## src/rtl/drd_pkg.sv

```systemverilog
// Shared types and constants for the XOR-delta run-length frame decoder.
// Used by every module of the decoder; depends on nothing else.
`timescale 1ns / 1ps
`default_nettype none

package drd_pkg;

  localparam logic [15:0] FRAME_SIZE_RESET = 16'd64000;
  localparam logic [7:0]  EXT_MARK         = 8'd255;
  localparam int          QUEUE_DEPTH_DEF  = 2;

  // Parser phases, one-hot.
  typedef enum logic [8:0] {
    PH_EQ_COUNT  = 9'b000000001,
    PH_EQ_LO     = 9'b000000010,
    PH_EQ_HI     = 9'b000000100,
    PH_EQ_COLOR  = 9'b000001000,
    PH_RAW_COUNT = 9'b000010000,
    PH_RAW_LO    = 9'b000100000,
    PH_RAW_HI    = 9'b001000000,
    PH_RAW_DATA  = 9'b010000000,
    PH_DONE      = 9'b100000000
  } phase_t;

  typedef enum logic [1:0] {
    KIND_FILL = 2'd0,
    KIND_SKIP = 2'd1,
    KIND_RAW  = 2'd2
  } run_kind_t;

  // Command as it travels from the parser to the output stage.
  typedef struct packed {
    logic [15:0] offset;
    logic [15:0] length;
    logic        is_raw;
    logic [7:0]  value;
    logic        done;
    logic        over;
  } run_cmd_t;

endpackage

`default_nettype wire

```

## src/rtl/drd_if.sv

```systemverilog
// Channel interfaces of the decoder: compressed byte input and run command output.
// Depends on nothing else.
`timescale 1ns / 1ps
`default_nettype none

interface drd_in_if;
  logic       valid;
  logic       ready;
  logic [7:0] stream_byte;
  logic       frame_start;

  modport source (output valid, output stream_byte, output frame_start, input ready);
  modport sink   (input valid, input stream_byte, input frame_start, output ready);
endinterface

interface drd_out_if;
  logic        valid;
  logic        ready;
  logic [15:0] run_offset;
  logic [15:0] run_length;
  logic [1:0]  run_kind;
  logic [7:0]  xor_value;
  logic        frame_done;
  logic        overrun;

  modport source (output valid, output run_offset, output run_length, output run_kind,
                  output xor_value, output frame_done, output overrun, input ready);
  modport sink   (input valid, input run_offset, input run_length, input run_kind,
                  input xor_value, input frame_done, input overrun, output ready);
endinterface

`default_nettype wire

```

## src/rtl/xor_delta_rle_frame_decoder.sv

```systemverilog
// Top level of the XOR-delta run-length frame decoder: frame size register,
// parser, command queue and output stage. Depends on drd_pkg, drd_if and submodules.
//
//   channel  | dir | handshake         | payload
//   in_ch    | in  | valid / ready     | stream_byte, frame_start
//   out_ch   | out | valid / ready     | run_offset, run_length, run_kind,
//            |     |                   | xor_value, frame_done, overrun
//   cfg      | in  | cfg_we            | cfg_wdata (frame size)
//
// One input beat is accepted every cycle while the queue has room; the parser
// updates its phase and position in that same cycle.
// A command reaches out_ch through the queue write and then the result register.
// A stalled sink fills the queue, and in_ch.ready drops only when it is full.
// Reset is synchronous; frame size returns to 64000 and the parser to an equal-run count.
`timescale 1ns / 1ps
`default_nettype none

module xor_delta_rle_frame_decoder #(
  parameter int QUEUE_DEPTH = drd_pkg::QUEUE_DEPTH_DEF
) (
  input  wire logic        clk,
  input  wire logic        rst_n,
  input  wire logic        cfg_we,
  input  wire logic [15:0] cfg_wdata,
  drd_in_if.sink           in_ch,
  drd_out_if.source        out_ch
);
  import drd_pkg::*;

  logic [15:0] frame_size_r;
  logic        push_valid;
  run_cmd_t    push_cmd;
  logic        q_full;
  logic        q_empty;
  logic        q_pop;
  run_cmd_t    q_cmd;

  always_ff @(posedge clk) begin
    if (!rst_n) begin
      frame_size_r <= FRAME_SIZE_RESET;
    end else if (cfg_we) begin
      frame_size_r <= cfg_wdata;
    end
  end

  drd_front u_front (
    .clk        (clk),
    .rst_n      (rst_n),
    .frame_size (frame_size_r),
    .in_ch      (in_ch),
    .push_ready (!q_full),
    .push_valid (push_valid),
    .push_cmd   (push_cmd)
  );

  drd_queue #(
    .DEPTH (QUEUE_DEPTH)
  ) u_queue (
    .clk        (clk),
    .rst_n      (rst_n),
    .push_valid (push_valid),
    .push_cmd   (push_cmd),
    .full       (q_full),
    .pop        (q_pop),
    .empty      (q_empty),
    .pop_cmd    (q_cmd)
  );

  drd_back u_back (
    .clk     (clk),
    .rst_n   (rst_n),
    .q_empty (q_empty),
    .q_cmd   (q_cmd),
    .q_pop   (q_pop),
    .out_ch  (out_ch)
  );

endmodule

`default_nettype wire

```

## src/rtl/drd_front.sv

```systemverilog
// Stream parser: accepts one compressed byte per beat, tracks phase and position,
// and pushes clamped run commands into the queue. Depends on drd_pkg and drd_if.
`timescale 1ns / 1ps
`default_nettype none

module drd_front (
  input  wire logic             clk,
  input  wire logic             rst_n,
  input  wire logic [15:0]      frame_size,
  drd_in_if.sink                in_ch,
  input  wire logic             push_ready,
  output logic                  push_valid,
  output drd_pkg::run_cmd_t     push_cmd
);
  import drd_pkg::*;

  phase_t      phase_r, phase_nxt;
  logic [15:0] pos_r, pos_nxt;
  logic [16:0] pend_r, pend_nxt;
  logic [7:0]  ext_r, ext_nxt;

  phase_t      ph;
  logic [15:0] pos;
  logic [16:0] pend;
  logic [7:0]  ext;
  logic [15:0] remaining;
  logic [7:0]  b;
  logic        accept;
  logic        emit;
  logic        over;
  logic        done;
  logic [15:0] len;
  logic [16:0] pend_dec;

  assign in_ch.ready = push_ready;
  assign accept      = in_ch.valid && push_ready;
  assign b           = in_ch.stream_byte;

  always_comb begin
    ph   = phase_r;
    pos  = pos_r;
    pend = pend_r;
    ext  = ext_r;
    if (in_ch.frame_start) begin
      ph   = PH_EQ_COUNT;
      pos  = '0;
      pend = '0;
      ext  = '0;
    end
    // A shrunken frame size can leave the position already at the end.
    if (ph != PH_DONE && pos >= frame_size) begin
      ph = PH_DONE;
    end
    remaining = (frame_size > pos) ? (frame_size - pos) : '0;
    pend_dec  = pend - 17'd1;

    phase_nxt = ph;
    pos_nxt   = pos;
    pend_nxt  = pend;
    ext_nxt   = ext;
    emit      = 1'b0;
    over      = 1'b0;
    done      = 1'b0;
    len       = 16'd1;

    unique case (ph)
      PH_EQ_COUNT: begin
        pend_nxt  = {9'd0, b};
        phase_nxt = (b == EXT_MARK) ? PH_EQ_LO : PH_EQ_COLOR;
      end
      PH_RAW_COUNT: begin
        pend_nxt = {9'd0, b};
        if (b == EXT_MARK) begin
          phase_nxt = PH_RAW_LO;
        end else if (b == 8'd0) begin
          phase_nxt = PH_EQ_COUNT;
        end else begin
          phase_nxt = PH_RAW_DATA;
        end
      end
      PH_EQ_LO: begin
        ext_nxt   = b;
        phase_nxt = PH_EQ_HI;
      end
      PH_RAW_LO: begin
        ext_nxt   = b;
        phase_nxt = PH_RAW_HI;
      end
      PH_EQ_HI: begin
        pend_nxt  = {9'd0, EXT_MARK} + {1'b0, b, ext};
        phase_nxt = PH_EQ_COLOR;
      end
      PH_RAW_HI: begin
        pend_nxt  = {9'd0, EXT_MARK} + {1'b0, b, ext};
        phase_nxt = PH_RAW_DATA;
      end
      PH_EQ_COLOR: begin
        phase_nxt = PH_RAW_COUNT;
        if (pend != 17'd0) begin
          over     = pend > {1'b0, remaining};
          len      = over ? remaining : pend[15:0];
          done     = (len == remaining);
          emit     = 1'b1;
          pos_nxt  = pos + len;
          pend_nxt = '0;
          if (done) begin
            phase_nxt = PH_DONE;
          end
        end
      end
      PH_RAW_DATA: begin
        pend_nxt = pend_dec;
        done     = (remaining == 16'd1);
        over     = done && (pend_dec != 17'd0);
        emit     = 1'b1;
        pos_nxt  = pos + 16'd1;
        if (done) begin
          phase_nxt = PH_DONE;
        end else if (pend_dec == 17'd0) begin
          phase_nxt = PH_EQ_COUNT;
        end
      end
      PH_DONE: begin
        phase_nxt = PH_DONE;
      end
      default: begin
        phase_nxt = PH_EQ_COUNT;
      end
    endcase
  end

  assign push_valid      = accept && emit;
  assign push_cmd.offset = pos;
  assign push_cmd.length = len;
  assign push_cmd.is_raw = (ph == PH_RAW_DATA);
  assign push_cmd.value  = b;
  assign push_cmd.done   = done;
  assign push_cmd.over   = over;

  always_ff @(posedge clk) begin
    if (!rst_n) begin
      phase_r <= PH_EQ_COUNT;
      pos_r   <= '0;
      pend_r  <= '0;
      ext_r   <= '0;
    end else if (accept) begin
      phase_r <= phase_nxt;
      pos_r   <= pos_nxt;
      pend_r  <= pend_nxt;
      ext_r   <= ext_nxt;
    end
  end

endmodule

`default_nettype wire

```

## src/rtl/drd_queue.sv

```systemverilog
// Short command queue between the parser and the output stage.
// Depends on drd_pkg.
`timescale 1ns / 1ps
`default_nettype none

module drd_queue #(
  parameter int DEPTH = drd_pkg::QUEUE_DEPTH_DEF
) (
  input  wire logic              clk,
  input  wire logic              rst_n,
  input  wire logic              push_valid,
  input  wire drd_pkg::run_cmd_t push_cmd,
  output logic                   full,
  input  wire logic              pop,
  output logic                   empty,
  output drd_pkg::run_cmd_t      pop_cmd
);
  import drd_pkg::*;

  localparam int PW = $clog2(DEPTH);
  localparam int CW = $clog2(DEPTH + 1);
  localparam logic [PW-1:0] LAST = PW'(DEPTH - 1);
  localparam logic [CW-1:0] FULL_COUNT = CW'(DEPTH);

  run_cmd_t      mem [DEPTH];
  logic [PW-1:0] wr_ptr_r, wr_ptr_nxt;
  logic [PW-1:0] rd_ptr_r, rd_ptr_nxt;
  logic [CW-1:0] count_r, count_nxt;
  logic          do_push;
  logic          do_pop;

  assign full    = (count_r == FULL_COUNT);
  assign empty   = (count_r == '0);
  assign do_push = push_valid && !full;
  assign do_pop  = pop && !empty;
  assign pop_cmd = mem[rd_ptr_r];

  always_comb begin
    wr_ptr_nxt = wr_ptr_r;
    rd_ptr_nxt = rd_ptr_r;
    count_nxt  = count_r;
    if (do_push) begin
      wr_ptr_nxt = (wr_ptr_r == LAST) ? '0 : wr_ptr_r + PW'(1);
    end
    if (do_pop) begin
      rd_ptr_nxt = (rd_ptr_r == LAST) ? '0 : rd_ptr_r + PW'(1);
    end
    if (do_push && !do_pop) begin
      count_nxt = count_r + CW'(1);
    end else if (do_pop && !do_push) begin
      count_nxt = count_r - CW'(1);
    end
  end

  always_ff @(posedge clk) begin
    if (do_push) begin
      mem[wr_ptr_r] <= push_cmd;
    end
  end

  always_ff @(posedge clk) begin
    if (!rst_n) begin
      wr_ptr_r <= '0;
      rd_ptr_r <= '0;
      count_r  <= '0;
    end else begin
      wr_ptr_r <= wr_ptr_nxt;
      rd_ptr_r <= rd_ptr_nxt;
      count_r  <= count_nxt;
    end
  end

endmodule

`default_nettype wire

```

## src/rtl/drd_back.sv

```systemverilog
// Output stage: takes commands from the queue, derives the run kind and holds
// the result register toward the sink. Depends on drd_pkg and drd_if.
`timescale 1ns / 1ps
`default_nettype none

module drd_back (
  input  wire logic              clk,
  input  wire logic              rst_n,
  input  wire logic              q_empty,
  input  wire drd_pkg::run_cmd_t q_cmd,
  output logic                   q_pop,
  drd_out_if.source              out_ch
);
  import drd_pkg::*;

  logic        valid_r, valid_nxt;
  logic [15:0] offset_r;
  logic [15:0] length_r;
  run_kind_t   kind_r, kind_nxt;
  logic [7:0]  value_r;
  logic        done_r;
  logic        over_r;
  logic        load;

  assign load  = !q_empty && (!valid_r || out_ch.ready);
  assign q_pop = load;

  always_comb begin
    valid_nxt = valid_r;
    if (load) begin
      valid_nxt = 1'b1;
    end else if (out_ch.ready) begin
      valid_nxt = 1'b0;
    end
    // An equal run with a zero color leaves its pixels alone.
    if (q_cmd.is_raw) begin
      kind_nxt = KIND_RAW;
    end else if (q_cmd.value != 8'd0) begin
      kind_nxt = KIND_FILL;
    end else begin
      kind_nxt = KIND_SKIP;
    end
  end

  always_ff @(posedge clk) begin
    if (!rst_n) begin
      valid_r <= 1'b0;
    end else begin
      valid_r <= valid_nxt;
    end
  end

  always_ff @(posedge clk) begin
    if (load) begin
      offset_r <= q_cmd.offset;
      length_r <= q_cmd.length;
      kind_r   <= kind_nxt;
      value_r  <= q_cmd.value;
      done_r   <= q_cmd.done;
      over_r   <= q_cmd.over;
    end
  end

  assign out_ch.valid      = valid_r;
  assign out_ch.run_offset = offset_r;
  assign out_ch.run_length = length_r;
  assign out_ch.run_kind   = kind_r;
  assign out_ch.xor_value  = value_r;
  assign out_ch.frame_done = done_r;
  assign out_ch.overrun    = over_r;

endmodule

`default_nettype wire

```

## src/flat_wrapper.sv

```systemverilog
// flat-port wrapper written by rule: the top's interface ports become plain ports
module xor_delta_rle_frame_decoder_flat import drd_pkg::*;
#(
  parameter int QUEUE_DEPTH = drd_pkg::QUEUE_DEPTH_DEF
)
  (clk, rst_n, cfg_we, cfg_wdata, in_ch_valid, in_ch_stream_byte, in_ch_frame_start, in_ch_ready, out_ch_valid, out_ch_run_offset, out_ch_run_length, out_ch_run_kind, out_ch_xor_value, out_ch_frame_done, out_ch_overrun, out_ch_ready);
  drd_in_if in_ch_i ();
  drd_out_if out_ch_i ();
  input  wire logic clk;
  input  wire logic rst_n;
  input  wire logic cfg_we;
  input  wire logic [15:0] cfg_wdata;
  input wire logic [$bits(in_ch_i.valid)-1:0] in_ch_valid;
  input wire logic [$bits(in_ch_i.stream_byte)-1:0] in_ch_stream_byte;
  input wire logic [$bits(in_ch_i.frame_start)-1:0] in_ch_frame_start;
  output wire logic [$bits(in_ch_i.ready)-1:0] in_ch_ready;
  output wire logic [$bits(out_ch_i.valid)-1:0] out_ch_valid;
  output wire logic [$bits(out_ch_i.run_offset)-1:0] out_ch_run_offset;
  output wire logic [$bits(out_ch_i.run_length)-1:0] out_ch_run_length;
  output wire logic [$bits(out_ch_i.run_kind)-1:0] out_ch_run_kind;
  output wire logic [$bits(out_ch_i.xor_value)-1:0] out_ch_xor_value;
  output wire logic [$bits(out_ch_i.frame_done)-1:0] out_ch_frame_done;
  output wire logic [$bits(out_ch_i.overrun)-1:0] out_ch_overrun;
  input wire logic [$bits(out_ch_i.ready)-1:0] out_ch_ready;
  assign in_ch_i.valid = in_ch_valid;
  assign in_ch_i.stream_byte = in_ch_stream_byte;
  assign in_ch_i.frame_start = in_ch_frame_start;
  assign in_ch_ready = in_ch_i.ready;
  assign out_ch_valid = out_ch_i.valid;
  assign out_ch_run_offset = out_ch_i.run_offset;
  assign out_ch_run_length = out_ch_i.run_length;
  assign out_ch_run_kind = out_ch_i.run_kind;
  assign out_ch_xor_value = out_ch_i.xor_value;
  assign out_ch_frame_done = out_ch_i.frame_done;
  assign out_ch_overrun = out_ch_i.overrun;
  assign out_ch_i.ready = out_ch_ready;
  xor_delta_rle_frame_decoder #(.QUEUE_DEPTH(QUEUE_DEPTH)) u_core (.clk(clk), .rst_n(rst_n), .cfg_we(cfg_we), .cfg_wdata(cfg_wdata), .in_ch(in_ch_i), .out_ch(out_ch_i));
endmodule
```

## config.mk

```make
export PLATFORM = sky130hd
export DESIGN_NAME = xor_delta_rle_frame_decoder_flat
export DESIGN_NICKNAME = d
export VERILOG_FILES = /design/src/rtl/drd_pkg.sv /design/src/rtl/drd_if.sv /design/src/rtl/xor_delta_rle_frame_decoder.sv /design/src/rtl/drd_front.sv /design/src/rtl/drd_queue.sv /design/src/rtl/drd_back.sv /design/src/flat_wrapper.sv
export SDC_FILE = /design/constraint.sdc
export NUM_CORES = 1
export LEC_CHECK = 0
export BUFFER_PORTS_ARGS = -buffer_cell sky130_fd_sc_hd__clkbuf_2
export CAP_MARGIN = 10
export CORE_UTILIZATION = 58
export CTS_BUF_LIST = sky130_fd_sc_hd__clkbuf_8
export CTS_CLUSTER_DIAMETER = 150
export DETAILED_ROUTE_END_ITERATION = 7
export MAX_ROUTING_LAYER = met4
export PLACE_DENSITY = 0.8
export SYNTH_ARGS = -nofsm -noshare
export SYNTH_HDL_FRONTEND = slang
export SYNTH_SLANG_ARGS = --single-unit
```

## constraint.sdc

```tcl
create_clock -name clk -period 12.6 [get_ports clk]
set_input_delay 0.63 -clock clk [delete_from_list [all_inputs] [get_ports clk]]
set_output_delay 0.63 -clock clk [all_outputs]
set_load 0.02 [all_outputs]
```

======== Word-level counts from Yosys, hierarchy flattened ========
Memory sizes are Yosys's and may differ from the RTL's. A register that Yosys moved wholly into a read port is not among the register bits.
Index checks and enable logic that the tools add are counted.
cells by class
  $add $sub $neg .......................... 9
  multiply operators ...................... 0
  div/mod/pow operators ................... 0
  $lt $le $gt $ge ......................... 3
  equal/unequal tests ..................... 14
  shift-type cells ........................ 0
  mux-type cells .......................... 39
  bitwise gates (word level) .............. 0
  reduce and logical (&&, ||, !) cells .... 26
operators with widths
  cell                                                 number
  2-to-1 mux 16 bit                                    6
  one-hot mux 9 bit (9 select lines)                   1
  one-hot mux 17 bit (4 select lines)                  1
  2-to-1 mux 9 bit                                     6
  2-to-1 mux 17 bit                                    2
  nonzero test 17 bit                                  2
  2-to-1 mux 8 bit                                     4
  one-hot mux 16 bit (2 select lines)                  1
  adder 8 x 16 -> 17 bit (first input constant)        1
  > comparator 17 x 16 -> 1 bit                        1
  zero test 17 bit                                     1
  subtractor 17 x 1 -> 17 bit (second input constant)  1
  adder 16 x 1 -> 16 bit (second input constant)       1
  adder 16 bit                                         1
  == test 16 x 1 -> 1 bit (second input constant)      1
  == test 16 bit                                       1
  greater-or-equal comparator 16 bit                   1
  > comparator 16 bit                                  1
  subtractor 16 bit                                    1
  2-to-1 mux 1 bit                                     12
  == test 9 x 1 -> 1 bit (second input constant)       1
  == test 9 x 2 -> 1 bit (second input constant)       1
  == test 9 x 3 -> 1 bit (second input constant)       1
  == test 9 x 4 -> 1 bit (second input constant)       1
  other kinds (22)                                     41
word-level totals
  register bits after elaboration ......... 115
  bits in latches ......................... 0
  memory bits (writable) .................. 86
  ROM bits ................................ 0
  output and inout port bits .............. 46
  word-level logic and storage cells ...... 107
  memories kept ........................... 1
memories
  memory              words  width  rd ports  clocked after Yosys merged registers in  write ports  line             RTL
  u_core.u_queue.mem  2      43     1         1                                        1            drd_queue.sv:25  run_cmd_t mem [DEPTH];

======== Depth between registers and ports, before layout ========
Gate-level depths: netlist of the first run.
  word-level depth ........................ 12
  depth in mapped cells ................... 39
  mapped depth without buffers ............ 31

======== Modules after synthesis ========
Synthesis of the first run repeated with hierarchy kept, for this count alone.
unflattened totals
  cells, all modules ...................... 1204
  area total of the unflattened synthesis .. 11928.9 µm²
modules (own cells, without submodules)
  module                       times used  cells an instance  area an instance (µm²)  sequential area each (µm²)
  drd_front                    1           942                6597.6                  1001.0
  drd_queue                    1           159                3335.7                  2682.6
  drd_back                     1           51                 1391.3                  1341.3
  xor_delta_rle_frame_decoder  1           52                 604.3                   320.3

======== Worst setup path after synthesis of the first run ========
OpenSTA, ideal clock, no wires.
  path kind ............................... input -> register
  start ................................... input port in_ch_frame_start
  end ..................................... register u_core.u_front.pos_r[14]
  arrival ................................. 8.663 ns
  setup slack ............................. 3.863 ns
  cell stages on the path ................. 38
  path buffers ............................ 8
  cells stage by stage .................... clkbuf_1 -> clkbuf_1 -> buf_1 -> clkbuf_1 -> clkbuf_1 -> nor2b_1 -> ha_1 -> fa_1 -> and2b_1 -> o2111ai_2 -> a21o_4 -> o31a_4 -> nor2_1 -> buf_2 -> buf_2 -> nand2_1 -> ha_1 -> a21o_1 -> [2 not listed] -> o21ai_0 -> a21oi_1 -> a31o_2 -> clkbuf_1 -> mux2_2 -> ha_1 -> fa_1 -> and3_1 -> o211ai_1 -> a21boi_0 -> o21ai_0 -> a21oi_1 -> a31o_2 -> a21o_1 -> a21oi_1 -> xnor2_1 -> nand2_1 -> a31oi_1
RTL lines
  item                    line                RTL
  start: declaration      flat_wrapper.sv:15  input wire logic [$bits(in_ch_i.frame_start)-1:0] in_ch_frame_start;
  end signal: assignment  drd_front.sv:148    pos_r <= pos_nxt;
  end: declaration        drd_front.sv:18     logic [15:0] pos_r, pos_nxt;

==> impl_metrics.tcl, run 1 <==
set metrics [dict create \
    status "finished, final reports clean" \
    dp_hpwl_mm 21.7 \
    seq_area_frac_synth_pct 45.7 \
    wirelength_mm 29.8 \
    fp.dieW_um 144 \
    synthDistinctLibCells 90 \
    fillCellCount 1622 \
    cts_tree "done" \
    htreeDepth 2 \
    antenna_found_initial 0 \
    first_global_vias 8777 \
    cp-endpoint "u_core.u_front.pos_r[14]" \
    hold_viol 0 \
    core-area_mm2 0.0197 \
    timing.fmax_ghz 0.121 \
    max_stage_delay_ns 0.49 \
    skew_ns 0.0226 \
    worstPathMaxFanout 44 \
    hold-path-cell-count 3 \
    slowest_stage "fa_1" \
    utilization_pct 65.7 \
    cts.sinks 202 \
    grt_pass1_wl_mm 47.5 \
    place.gp.congestion 1.01 \
    p_leak_nw 5.08 \
    crit_cells 34 \
    period_minus_slack_ns 8.29 \
    startpoint "in_ch_frame_start" \
    reg2reg_slack_ns 4.78 \
    yosys.area.top_type "edfxtp_1" \
    max_slew.worst_pin.slew_ns 1.05 \
    yosys.area.top_type_share_pct 33.3 \
    via_count 9513 \
    grt_overflow 0 \
    critical_path_class "input pin to flip-flop" \
    finalSetupTns_ns 0 \
    reg2reg_depth 31 \
    syn_area_mm2 0.0117 \
    yosys_most_used_dff "edfxtp_1" \
    clk_pin_slew_worst_paths_ns 0.06 \
    worstPathRequired_ns 13.04 \
    synth_area_leaders "edfxtp_1 (33%), dfxtp_1 (12%), ha_1 (6.0%)" \
    start_util_pct 59.6 \
    area_delta_synth_final_pct 10.3 \
    drc 0 \
    setup_viol 0 \
    cts_setup_buffers 0 \
    slew_headroom_pct 30.0 \
    drtIter0Drc 939 \
    cts_buffer_depth 3 \
    avgSynthCellArea_um2 9.96 \
    antenna_left 0 \
    ys_ff_latch 202 \
    rsz0062_at_grt "false" \
    synth-edff-count 130 \
    viasPerCell 6.21 \
    grt_usage_pct 30.7 \
    syn-num-nets 1263 \
    io_buffer_count 75 \
    r2r_end "u_core.u_front.pos_r[14]" \
    finish.net_count 1331 \
    hold_slack_ns 0.333 \
    num_rows 51 \
    grt_max_degree 47 \
    p_per_area_mw_per_mm2 156 \
    clkLatencyLatePin_ns 0.52 \
    reg2reg_from "u_core.u_front.pos_r[2]" \
    cts_buffers 34 \
    post_cts_resized 0 \
    worst-path-buf-inv 5 \
    wl_per_cell_um 19.4 \
    dieHeight_um 144 \
    async_reset_ff_share_pct 0 \
    maxCapViolCount 0 \
    hold_buffers 0 \
    finalMaxSlewViolations 0 \
    finalCritPeriodShare_pct 65.8 \
    worst_ep_arrival_time_ns 8.74 \
    critical-path-top-delay-family "compound AO/OA/AOI/OAI gates" \
    cp-end-kind "flip-flop" \
    ioPinCount 76 \
    cts-root-buf "clkbuf_8" \
    dieArea_mm2 0.0208 \
    ir_drop_mv 0.154 \
    firstDrtPassIters 5 \
    ys_warn_count 0 \
    cp-start-kind "input pin" \
    diodes 0 \
    syn_inst 1175 \
    drive_above_1_share_pct 16.3 \
    min_path_type "input pin to flip-flop" \
]
area by class of cell:
type / count / area [µm²] / area share [%]
Multi-Input combinational cell: 878 / 5980 / 46.3
Clock inverter: 24 / 134 / 1.04
Sequential cell: 202 / 5350 / 41.4
Timing Repair Buffer: 87 / 465 / 3.60
Inverter: 40 / 163 / 1.26
Tap cell: 265 / 332 / 2.57
Clock buffer: 36 / 495 / 3.84
placed cells by master, fill, tap and decap left out, types with 15 or more instances in the layout:
cell type	instances
and2_1	18
dfxtp_1	71
clkbuf_8	36
inv_1	52
nand3_1	25
nor3_1	24
a21o_1	17
o21ai_0	74
xnor2_1	46
edfxtp_1	130
xor2_1	24
nor2_1	91
nor2b_1	21
a21oi_1	77
nor4_1	16
mux2i_1	21
mux2_2	45
nand4_1	15
nand2_1	118
clkbuf_2	75
ha_1	56
metrics by stage:
step	cells	total power, mW	instance area (µm²)	setup slack, ns
after CTS	1532	2.02	12900	4.48
after global routing	1532	2.12	12900	3.85
final	1532	2.01	12900	4.31
after detailed placement	1472	1.47	12300	3.98
after floorplan	1175	1.30	11700	3.86
after global placement	1472	1.46	12300	4.21
sequential cells by signal (all words and copies together) (netlist names), named ones only:
signal                           cells
u_core.u_back.out_ch.run_kind        2
u_core.u_back.out_ch.frame_done      1
u_core.u_back.out_ch.xor_value       8
u_core.u_queue.rd_ptr_r              1
u_core.u_front.phase_r               9
u_core.u_queue.count_r               2
u_core.u_queue.mem                  86
u_core.u_back.out_ch.run_length     16
u_core.u_front.pos_r                16
u_core.u_front.pend_r               17
u_core.u_front.ext_r                 8
u_core.frame_size_r                 16
u_core.u_back.out_ch.run_offset     16
u_core.u_back.out_ch.overrun         1
u_core.u_back.out_ch.valid           1
u_core.u_queue.wr_ptr_r              1
cells in the mapped netlist (all sizes together) (4+ instances only):
library cell,count
a31oi,5
and3,11
nor2b,21
or3,13
xor2,24
mux2i,21
inv,39
nor4,18
a22oi,13
xnor2,46
nand3,26
o22ai,6
nor2,94
edfxtp,130
a21o,18
nand2b,9
nor4b,4
a22o,6
o21ai,83
nand4,16
mux2,45
o211ai,6
a211oi,10
or4,4
ha,56
dfxtp,72
buf,11
clkbuf,44
a221oi,5
a21oi,78
nor3,26
or2,8
o221ai,11
and2,19
nand2,119
o21a,7
o31a,4
tightest hold or removal path, delay by kind of cell:
family	cells	cell delay, ns
muxes	1	0.06
and+or+nand+nor	1	0.06
buffers and inverters	1	0.07
cells by family after synthesis:
family | synth area share, %
buffers and inverters | 3.37
flip-flops | 45.7
AND/OR/NAND/NOR | 17.0
XOR/XNOR | 5.24
adder cells (fa/ha/maj) | 6.33
AO/OA/AOI/OAI | 16.3
multiplexers | 6.12
metal layers:
metal | wire (µm) | GRT usage [%] | up-vias
met2 | 13500 | 45.7 | 456
met5 | 0 | - | -
met1 | 12900 | 42.2 | 4512
met3 | 2570 | 5.43 | 67
li1 | - | - | 4478
met4 | 758 | 10.1 | 0
how the worst min path moves through the flow:
stage | endpoint | startpoint | slack, ns
6_report | u_core.frame_size_r[11] | cfg_wdata[11] | 0.33
5_1_grt | u_core.frame_size_r[14] | cfg_wdata[14] | 0.32
4_1_cts | u_core.frame_size_r[11] | cfg_wdata[11] | 0.31
3_5_place_dp | u_core.u_front.phase_r[3] | u_core.u_front.phase_r[3] | 0.47
3_3_place_gp | u_core.u_front.phase_r[3] | u_core.u_front.phase_r[3] | 0.46
2_1_floorplan | u_core.frame_size_r[11] | u_core.frame_size_r[11] | 0.45
power by group:
group          internal [mW]  switching [mW]  total, mW
sequential             0.798          0.0531      0.851
clock                  0.286           0.262      0.548
combinational          0.227           0.388      0.615
total                   1.31           0.703       2.01
(Power assumes the default switching activity.)
==> inputs of run 2 (changes only) <==
==> constraint.sdc (replaced) <==
create_clock -name clk -period 7.7 [get_ports clk]
set_input_delay 0.385 -clock clk [delete_from_list [all_inputs] [get_ports clk]]
set_output_delay 0.385 -clock clk [all_outputs]
set_load 0.02 [all_outputs]
==> impl_metrics.tcl, run 2 (same netlist as run 1, synthesis figures left out) <==
set metrics [dict create \
    worst-path-buf-inv 0 \
    grt_max_degree 47 \
    placed_cell_area_mm2 0.0124 \
    drive_above_1_share_pct 18.0 \
    reg_top3 "u_core.u_queue.mem: 86 flops, u_core.u_front.pend_r: 17 flops" \
    period_minus_slack_ns 6.99 \
    fin_ws_ns 0.708 \
    timing.fmax_ghz 0.143 \
    first_global_vias 8851 \
    finalCritPeriodShare_pct 90.8 \
    slowest_stage "fa_1" \
    clkLatencyLatePin_ns 0.53 \
    maxCapViolCount 0 \
    cts_buffer_depth 3 \
    cts_tree "done" \
    clk_pin_slew_worst_paths_ns 0.07 \
    min_path_type "input pin to flip-flop" \
    hold_viol 0 \
    multiInputGateArea_mm2 0.00598 \
    hold_buffers 0 \
    wl_per_cell_um 20.0 \
    antenna_left 0 \
    max_stage_delay_ns 0.48 \
    cp-end-kind "flip-flop" \
    p_leak_nw 5.22 \
    cp-start-kind "flip-flop" \
    via_count 9634 \
    ioPinCount 76 \
    largest-register "u_core.u_queue.mem" \
    htreeDepth 2 \
    cts-root-buf "clkbuf_8" \
    setup_viol 0 \
    rsz0062_at_grt "false" \
    finish.net_count 1349 \
    viasPerCell 6.21 \
    finalSetupTns_ns 0 \
    dpl_worst_slack_ns 0.562 \
    antenna_found_initial 1 \
    fillCellCount 1596 \
    finalMaxSlewViolations 0 \
    start_util_pct 59.6 \
    dieHeight_um 144 \
    grt_overflow 0 \
    largest_reg_flops 86 \
    cp_common_cell "a21oi_1" \
    io_buffer_count 75 \
    wirelength_mm 31.0 \
    final_common_cell "edfxtp_1" \
    critical-path-top-delay-family "compound AO/OA/AOI/OAI gates" \
    area_delta_synth_final_pct 12.2 \
    cts_buffers 34 \
    critical_path_class "flip-flop to flip-flop" \
    drtIter0Drc 1056 \
    status "finished, final reports clean" \
    num_rows 51 \
    worstPathMaxFanout 9 \
    cts.sinks 202 \
    p_per_area_mw_per_mm2 259 \
    postLayoutCellArea_mm2 0.0131 \
    cts_setup_buffers 0 \
    grt_pass1_wl_mm 48.4 \
    stdcell_count 1552 \
    fp.dieW_um 144 \
    dieArea_mm2 0.0208 \
    worst_ep_arrival_time_ns 7.44 \
    layout_common_cells "edfxtp_1 (130), nand2_1 (118), nor2_1 (90), a21oi_1 (77), clkbuf_2 (75)" \
    place_inst 1490 \
    dp_hpwl_mm 22.8 \
    post_cts_resized 0 \
    grt_usage_pct 31.7 \
    place.gp.congestion 1.03 \
    seqCellArea_mm2 0.00535 \
    max_slew.worst_pin.slew_ns 1.04 \
    worstPathRequired_ns 8.14 \
    core-area_mm2 0.0197 \
    slew_headroom_pct 30.8 \
    drc 0 \
    firstDrtPassIters 6 \
    skew_ns 0.0246 \
    ir_drop_mv 0.236 \
]
-- run 2: cell types whose count changed in the layout (fill, tap and decap cells not counted), sizes merged --
cell | previous run | this run
inv | 54 | 53
clkbuf | 111 | 117
diode | 0 | 1
buf | 12 | 30
clkinv | 7 | 4
clkinvlp | 2 | 0
bufinv | 1 | 2
-- run 2: final cells by class --
cell class | count | share of cell area, %
multi-input cells | 878 | 45.5
flip-flops and latches | 202 | 40.7
repair buffers | 105 | 4.57
clock buffers | 42 | 4.40
well taps | 265 | 2.52
inverters | 40 | 1.24
clock inverters | 19 | 1.03
diodes | 1 | 0.0190
-- run 2: power by group --
part	switching [mW]	total, mW	internal [mW]
clock network	0.428	0.989	0.562
registers	0.0920	1.40	1.31
logic	0.631	1.01	0.381
-- run 2: worst paths after layout --
check                           slack (ns)  cells past startpoint                      start                   endpoint
worst min register to register        0.49                      2  u_core.u_front.phase_r[3]  u_core.u_front.phase_r[3]
worst min-delay path                  0.08                      3              cfg_wdata[11]    u_core.frame_size_r[11]
worst max-delay path                  0.71                     29    u_core.u_front.pos_r[0]   u_core.u_front.pos_r[14]
worst max register to register        0.71                     29    u_core.u_front.pos_r[0]   u_core.u_front.pos_r[14]
-- run 2: through the flow --
step	hold WS [ns]	power (mW)	util, %
5_1_grt	0.0733	3.58	66.9
3_3_place_gp	0.466	2.40	63.2
3_5_place_dp	0.477	2.42	63.2
6_report	0.0845	3.40	66.9
2_1_floorplan	0.446	2.14	-
4_1_cts	0.0626	3.41	66.9
-- run 2: worst reg2reg max path, delay by kind of cell (launching register included) --
kind,cells,cell delay [ns]
mux,1,0.38
simple gates,5,1.12
flops,1,0.37
compound gates,17,3.24
fa+ha+maj,5,1.65
xor+xnor,1,0.14
-- run 2: routing by layer --
layer  share of wire, %  global-route usage (%)  vias up
li1                   -                       -     4523
met1                 43                    42.5     4501
met2                 45                    47.8      517
met3                9.1                    5.86       93
met4                3.4                    11.7        0
met5                  0                       -        -
